File: src/hw/rtl/wstk_pkg.sv
`timescale 1ns / 1ps
// ----------------------------------------------------------------------------
// wstk_pkg
// Shared types and constants for the weighted score top-k selector.
// ----------------------------------------------------------------------------
package wstk_pkg;

    localparam int MAX_WINDOWS = 256;
    localparam int MAX_PICKS   = 64;

    localparam int ADDR_W      = (MAX_WINDOWS > 1) ? $clog2(MAX_WINDOWS) : 1;
    localparam int CNT_W       = $clog2(MAX_WINDOWS + 1);
    localparam int FEAT_W      = 16;
    localparam int PROD_W      = 2 * FEAT_W;
    localparam int SCORE_W     = 33;
    localparam int PICK_W      = 7;
    localparam int IDX_OUT_W   = 8;
    localparam int IDX_EXT_W   = (ADDR_W > IDX_OUT_W) ? ADDR_W : IDX_OUT_W;
    localparam int CFG_IDX_W   = 2;
    localparam int STEP_W      = 2;

    typedef logic signed [FEAT_W-1:0]  feat_t;
    typedef logic signed [PROD_W-1:0]  prod_t;
    typedef logic signed [SCORE_W-1:0] score_t;

    localparam score_t TAKEN_SCORE = -score_t'(65536);

    localparam logic [PICK_W-1:0] PICK_MAX = PICK_W'(MAX_PICKS);

    typedef enum logic [CFG_IDX_W-1:0] {
        CFG_WEIGHT_A   = 2'd0,
        CFG_WEIGHT_B   = 2'd1,
        CFG_WEIGHT_C   = 2'd2,
        CFG_PICK_COUNT = 2'd3
    } cfg_idx_t;

    typedef enum logic [STEP_W-1:0] {
        STEP_A = 2'd0,
        STEP_B = 2'd1,
        STEP_C = 2'd2
    } step_t;

    typedef enum logic [2:0] {
        ST_IDLE,
        ST_MUL,
        ST_ACC,
        ST_STORE,
        ST_SCAN,
        ST_DRAIN,
        ST_EMIT
    } state_t;

endpackage

File: src/hw/rtl/wstk_mac.sv
`timescale 1ns / 1ps
// ----------------------------------------------------------------------------
// wstk_mac
// Shared multiply-accumulate unit: one 16x16 product per cycle, registered,
// then added into a 33-bit score accumulator.
// ----------------------------------------------------------------------------
module wstk_mac
(
    input  logic             clk,
    input  logic             rst_n,
    input  logic             clear,
    input  logic             en,
    input  wstk_pkg::feat_t  weight,
    input  wstk_pkg::feat_t  feature,
    output wstk_pkg::score_t acc
);

    logic             prod_vld_reg;
    logic             prod_vld_next;
    wstk_pkg::prod_t  prod_reg;
    wstk_pkg::prod_t  prod_next;
    wstk_pkg::score_t acc_reg;
    wstk_pkg::score_t acc_next;

    always_comb
    begin
        prod_vld_next = en;
        prod_next     = weight * feature;
        if (clear)
        begin
            acc_next = '0;
        end
        else if (prod_vld_reg)
        begin
            acc_next = acc_reg + wstk_pkg::score_t'(prod_reg);
        end
        else
        begin
            acc_next = acc_reg;
        end
    end

    always_ff @(posedge clk or negedge rst_n)
    begin
        if (!rst_n)
        begin
            prod_vld_reg <= 1'b0;
        end
        else
        begin
            prod_vld_reg <= prod_vld_next;
        end
    end

    always_ff @(posedge clk)
    begin
        prod_reg <= prod_next;
        acc_reg  <= acc_next;
    end

    assign acc = acc_reg;

endmodule
File: config.mk
export PLATFORM = sky130hd
export DESIGN_NAME = wstk_mac
export DESIGN_NICKNAME = d
export VERILOG_FILES = /design/src/hw/rtl/wstk_pkg.sv /design/src/hw/rtl/wstk_mac.sv
export SDC_FILE = /design/constraint.sdc
export NUM_CORES = 1
export LEC_CHECK = 0
export BUFFER_PORTS_ARGS = -buffer_cell sky130_fd_sc_hd__buf_4
export CAP_MARGIN = 40
export CORE_ASPECT_RATIO = 0.8
export CORE_MARGIN = 5
export CORE_UTILIZATION = 40
export DETAILED_ROUTE_END_ITERATION = 7
export PLACE_DENSITY = 0.61
export SYNTH_ARGS = -nofsm -noshare
export SYNTH_HDL_FRONTEND = slang
export SYNTH_SLANG_ARGS = --single-unit
File: constraint.sdc
create_clock -name clk -period 3.35 [get_ports clk]
set_clock_uncertainty 0.1 [all_clocks]
set_input_delay 0.335 -clock clk [delete_from_list [all_inputs] [get_ports clk]]
set_output_delay 0.335 -clock clk [all_outputs]
set_load 0.1 [all_outputs]
==> results of run 1 <==
-- synthesized netlist by cell type (all sizes together) (3+ instances only) --
| library cell | n | area share [%] |
|---|---|---|
| a21oi | 56 | 2.1 |
| o211ai | 6 | 0.33 |
| a2111o | 3 | 0.25 |
| o22ai | 4 | 0.18 |
| clkbuf | 41 | 1.2 |
| nor2b | 5 | 0.23 |
| inv | 318 | 8.8 |
| and2 | 133 | 6.1 |
| a211o | 3 | 0.19 |
| o2111ai | 3 | 0.24 |
| nor3 | 23 | 0.85 |
| buf | 5 | 0.22 |
| nor2 | 49 | 1.4 |
| nand2b | 23 | 1.1 |
| a211oi | 10 | 0.59 |
| nand4 | 4 | 0.18 |
| a2111oi | 3 | 0.19 |
| mux2i | 14 | 1.0 |
| o21ai | 42 | 1.5 |
| a21o | 21 | 1.2 |
| or3 | 3 | 0.14 |
| and3 | 9 | 0.42 |
| nor3b | 6 | 0.33 |
| a31oi | 7 | 0.37 |
| o31a | 3 | 0.21 |
| nand2 | 145 | 4.0 |
| o311ai | 8 | 0.52 |
| ha | 114 | 11 |
| dfxtp | 65 | 9.6 |
| xor2 | 8 | 0.52 |
| o21bai | 8 | 0.44 |
| fa | 263 | 39 |
| nor4 | 3 | 0.14 |
| nand3 | 13 | 0.48 |
| nand3b | 8 | 0.44 |
| o21a | 8 | 0.44 |
| xnor2 | 37 | 2.4 |
-- cells in the final DEF, fill, tap and decap left out, types with 19 or more instances in the layout --
cell type	count
inv_2	28
ha_4	24
and2_1	106
nor3_1	20
fa_2	22
buf_6	48
fa_1	241
nand2_1	133
ha_1	88
nand2b_1	21
buf_4	218
nor2_1	43
a21o_1	19
xnor2_1	31
o21ai_0	26
a21oi_1	38
inv_1	285
dfxtp_1	62
and2_4	26
-- worst register-to-register path, stage by stage, from the launching register on --
cell and delay [ns]:
dfxtp_2 0.34, ha_1 0.19, inv_1 0.07, fa_1 0.41, nand2b_1 0.18, a21oi_1 0.30, o2111a_1 0.41, o31ai_4 0.11
a211oi_2 0.31, o2111ai_2 0.19, o211a_1 0.16, a2111o_1 0.28
-- cell families (layout without fill, tap and decap cells) --
logic type	count (synthesis)	in the layout	synth area share, %
buffers and inverters	365	626	10.3
AOI/OAI and AO/OA	205	205	10.3
and+or+nand+nor	433	433	16.4
muxes	14	14	1.03
xor gates and xnor gates	45	45	2.90
adders and majority gates	377	377	49.3
DFF	66	66	9.77
-- worst min-delay path by stage --
stage | from | end | slack, ns | cells past startpoint
floorplan | rst_n | prod_vld_reg | -0.06 | 0
global placement | rst_n | prod_vld_reg | 0.01 | 1
detailed placement | rst_n | prod_vld_reg | 0.01 | 1
CTS | rst_n | prod_vld_reg | 0.19 | 2
global route | rst_n | prod_vld_reg | 0.21 | 2
finish | rst_n | prod_vld_reg | 0.21 | 2
-- metal layers --
metal  vias up  track usage, %
li1       5237               -
met1      5300            28.8
met2       233            27.4
met3        17            2.18
met4         0            2.83
met5         -               0
-- area by class of cell --
| cell class | count | area, um2 | share of cell area [%] |
|---|---|---|---|
| multi-input cells | 1074 | 11800 | 66.0 |
| flip-flops and latches | 66 | 1330 | 7.45 |
| clock buffers | 11 | 253 | 1.41 |
| repair buffers | 292 | 2640 | 14.8 |
| well taps | 434 | 543 | 3.04 |
| inverters | 318 | 1210 | 6.76 |
| clock inverters | 5 | 100 | 0.560 |
-- metrics by stage --
step	setup TNS (ns)	hold slack, ns	cell area [um2]	util, %
5_1_grt	-44.66	0.212	17900	53.2
4_1_cts	-41.31	0.192	17200	51.4
2_1_floorplan	-39.58	-0.0606	14100	-
3_3_place_gp	-52.08	0.0104	16200	48.2
6_report	-41.01	0.208	17900	53.2
3_5_place_dp	-53.39	0.0120	16200	48.2
-- what timing repair did --
item	in CTS	in global routing
resized for setup	122	120
endpoints found under the setup margin	27	27
buffers inserted	23	24
endpoints found under the hold margin	2	0
hold buffers	2	0
gates cloned	2	0
pin swaps	58	89
==> impl_metrics.toml, run 1 <==
[timing]
rsz0062_at_grt = "yes"
final-setup-viol-count = 26
max-slew-margin-rel_pct = 54.2
setup_slack_ns = -2.06
fmax_mhz = 185
period_minus_slack_ns = 5.41
worst_slew_pin_slew_ns = 0.687
slew_viol_final = 0
hold_viol_final = 0
post-route-period-util_pct = 162

[synthesis]
ys_seq_area_share_pct = 9.77
syn_area_um2 = 13600
async_flop_share_pct = 1.52
synth.distinct_cells = 77
ys.warnings.count = 0
syn_inst = 1505
syn-num-nets = 1918
syn_avg_cell_area_um2 = 9.02
synth_edf_count = 0
synth_flop_cell = "dfxtp_1"
ys_seq_elements = 66

[setup_path]
r2r_end = "acc[32]"
critPathKind = "in2reg"
critPathArrivalTime_ns = 5.54
path_delay_family = "adder cells"
critPathSlowestCell = "fa_1"
cp-start-kind = "input port"
r2r-start = "acc[0]"
crit_chain = "buf_12 -> and2_4 -> fa_1 -> inv_1 -> fa_1 -> fa_1 -> inv_1 -> fa_1 -> fa_1 -> inv_1 -> fa_1 -> inv_2 -> ha_4 -> nand4_1 -> buf_4 -> o41ai_4 -> o21ai_2 -> o211ai_1 -> buf_4 -> nand2_4 -> xnor2_2"
critPathLaunch = "weight[8]"
cp.required_ns = 3.47
critPathCapture = "prod_reg[29]"
cp.depth = 21
critPathMaxStageDelay_ns = 0.53
r2r_slack_ns = 0.19
crit_path_max_fanout = 12
cp-end-kind = "flip-flop"
crit_top_cell = "fa_1"
critical_path_buf_inv_count = 7
r2r_cells = 11

[layout]
fillers = 2989
largest_reg_flops = 33
fin_cells = 2200
finalNetCount = 2174
drive_above_1_share_pct = 28.8
synthToLayoutAreaGrowth_pct = 31.7
antenna_cells = 0

[hold_path]
hp-class = "in2async"

[clocking]
cts_made_buffers = 9
clockBufferDepth = 2
htree_num_levels = 3
clock_latency_ns = 0.33
cts_sinks = 66
cts.clk_slew.worst_paths_ns = 0.06
tritoncts = "built"
cts_root_buf = "clkbuf_16"

[grt]
grt_max_degree = 54
grt_pass1_wl_um = 57300
track_usage_pct = 18.2
grt_overflow_total = 0
grt_antenna_before_repair = 0
first_global_vias = 11214

[drt]
top_layer_used = "met4"
wirelength_um = 34500
ant_nets = 0
via_per_inst = 4.90
wl_met2_um = 14700
drc = 0
drtPass1Iterations = 5
drt_iter0_drc = 579
routed-wl-met3_um = 1570
drt-met1-wl_um = 18000
vias = 10787
wl_per_cell_um = 15.7

[floorplan]
die_x_um = 216
die_h_um = 175
start_util_pct = 40.4
io_pins = 69
row_count = 60
dieArea_um2 = 37700
core_um2 = 33600

[outcome]
status = "finished, violations left"
violations = "negative setup slack"

[place]
port_buffers = 68
place.gp.congestion = 0.867
place_ws_ns = -2.57
hpwlAfterDp_um = 28700
dp.cells = 2138

[run]
cap_violations = 0
Power of run 1 is not shown: default switching activity piles up to over one toggle a cycle in this logic, so the estimate is an artifact.
==> inputs of run 2 (changes only) <==
Settings changed: PLACE_DENSITY 0.61 to 0.59.
==> run 2 against run 1 <==
Against the previous run: the run still ends with negative setup slack left; wire length fell by 1.4%; sequential cell count stayed put; hold slack better by 0.0074 ns; critical path type unchanged; utilization decreased by 0.78 points; non-clock buffer count shrank 13; register-to-register slack better by 0.02 ns; sequential share of layout area increased by 0.11 points; design area decreased by 1.5%; global-route usage down 0.10 points.
==> impl_metrics.toml, run 2 (synthesized netlist as in run 1, its figures left out) <==
[outcome]
status = "finished, violations left"
violations = "negative setup slack"

[clocking]
cts_root_buf = "clkbuf_16"
cts_made_buffers = 9
clockBufferDepth = 2
tritoncts = "built"
cts.clk_slew.worst_paths_ns = 0.05
htree_num_levels = 3
clock_latency_ns = 0.33
cts_sinks = 66

[timing]
hold_viol_final = 0
fmax_mhz = 184
rsz0062_at_grt = "yes"
slew_viol_final = 0
fin_hold_ws_ns = 0.215
worst_slew_pin_slew_ns = 0.546
max-slew-margin-rel_pct = 63.6
post-route-period-util_pct = 163
setup_slack_ns = -2.10
final-setup-viol-count = 26
period_minus_slack_ns = 5.45

[hold_path]
hp-class = "in2async"

[setup_path]
critPathSlowestCell = "fa_1"
crit_chain = "buf_12 -> and2_4 -> fa_1 -> inv_2 -> fa_1 -> inv_2 -> fa_1 -> fa_1 -> fa_1 -> inv_1 -> fa_1 -> inv_2 -> ha_4 -> a21o_1 -> a21oi_2 -> o21ai_2 -> a221oi_4 -> o311ai_4 -> a2111o_1 -> o311ai_1"
critPathLaunch = "feature[10]"
crit_top_cell = "fa_1"
critical_path_buf_inv_count = 5
critPathArrivalTime_ns = 5.58
crit_path_max_fanout = 5
critPathKind = "in2reg"
critPathMaxStageDelay_ns = 0.56
cp.required_ns = 3.49
r2r-start = "acc[0]"
cp-start-kind = "input port"
path_delay_family = "adder cells"
cp-end-kind = "flip-flop"

[place]
place.gp.congestion = 0.857
port_buffers = 68
placed_area_um2 = 16200
hpwlAfterDp_um = 29000

[layout]
final_cell_mix = "inv_1, fa_1, buf_4, nand2_1, and2_1"
finalNetCount = 2161
finalInstanceArea_um2 = 17600
largest_reg_flops = 33
drive_above_1_share_pct = 27.7
synthToLayoutAreaGrowth_pct = 29.7
antenna_cells = 0
final_common_cell = "inv_1"

[drt]
drc = 0
via_per_inst = 4.84
ant_nets = 0
vias = 10581
drtPass1Iterations = 4
wl_per_cell_um = 15.6
drt_iter0_drc = 533
wirelength_um = 34000

[grt]
first_global_vias = 11071
grt_antenna_before_repair = 0
grt_pass1_wl_um = 57000
grt_max_degree = 54
grt_overflow_total = 0
track_usage_pct = 18.1

[floorplan]
row_count = 60
die_x_um = 216
core_um2 = 33600
start_util_pct = 40.4
die_h_um = 175
dieArea_um2 = 37700
io_pins = 69

[run]
cap_violations = 0
==> run 2: cell type report <==
cell class,count,area (um2)
fill,2990,16000
clock inverter,4,50.0
multi-input combinational,1074,11700
tap,434,543
inverter,318,1200
sequential,66,1330
clock buffer,12,256
timing repair buffer,279,2530
==> run 2: metrics by stage <==
stage	setup TNS (ns)	setup slack (ns)	utilization, %	cells
global route	-45.87	-2.27	52.5	2187
CTS	-40.64	-2.02	51.5	2179
floorplan	-39.58	-2.14	-	1505
detailed placement	-52.68	-2.57	48.4	2145
finish	-41.72	-2.10	52.5	2187
global placement	-51.18	-2.44	48.4	2145
==> run 2: worst register-to-register path, delay by kind of cell, from the launching register on <==
family,cells,cell delay [ns]
compound gates,7,1.74
simple gates,1,0.18
flops,1,0.35
fa+ha+maj,2,0.59
buf+inv,1,0.06
==> run 2: routing by layer <==
metal | up-vias | part of all wire, % | global-route usage (%)
met5 | - | 0 | 0
met2 | 185 | 42 | 27.5
met3 | 15 | 4.4 | 2.86
li1 | 5202 | - | -
met1 | 5179 | 53 | 28.1
met4 | 0 | 0.57 | 2.33
==> run 2: final timing paths <==
kind                                endpoint  slack (ns)  cells past startpoint
min in group clk                     acc[12]        0.38                      2
worst max-delay path            prod_reg[24]       -2.10                     20
worst min-delay path            prod_vld_reg        0.22                      2
worst min register to register       acc[28]        0.39                      2
max in group asynchronous       prod_vld_reg        2.84                      2
worst max register to register       acc[32]        0.21                     11
==> run 2: repair_timing <==
item / CTS / global route
resized for setup: 139 / 67
hold endpoints to repair: 2 / 0
hold buffers: 2 / 0
setup endpoints to repair: 26 / 26
cloned: 2 / 2
pin swaps: 58 / 54
buffers inserted: 17 / 10
Power of run 2 is left out for the same reason.
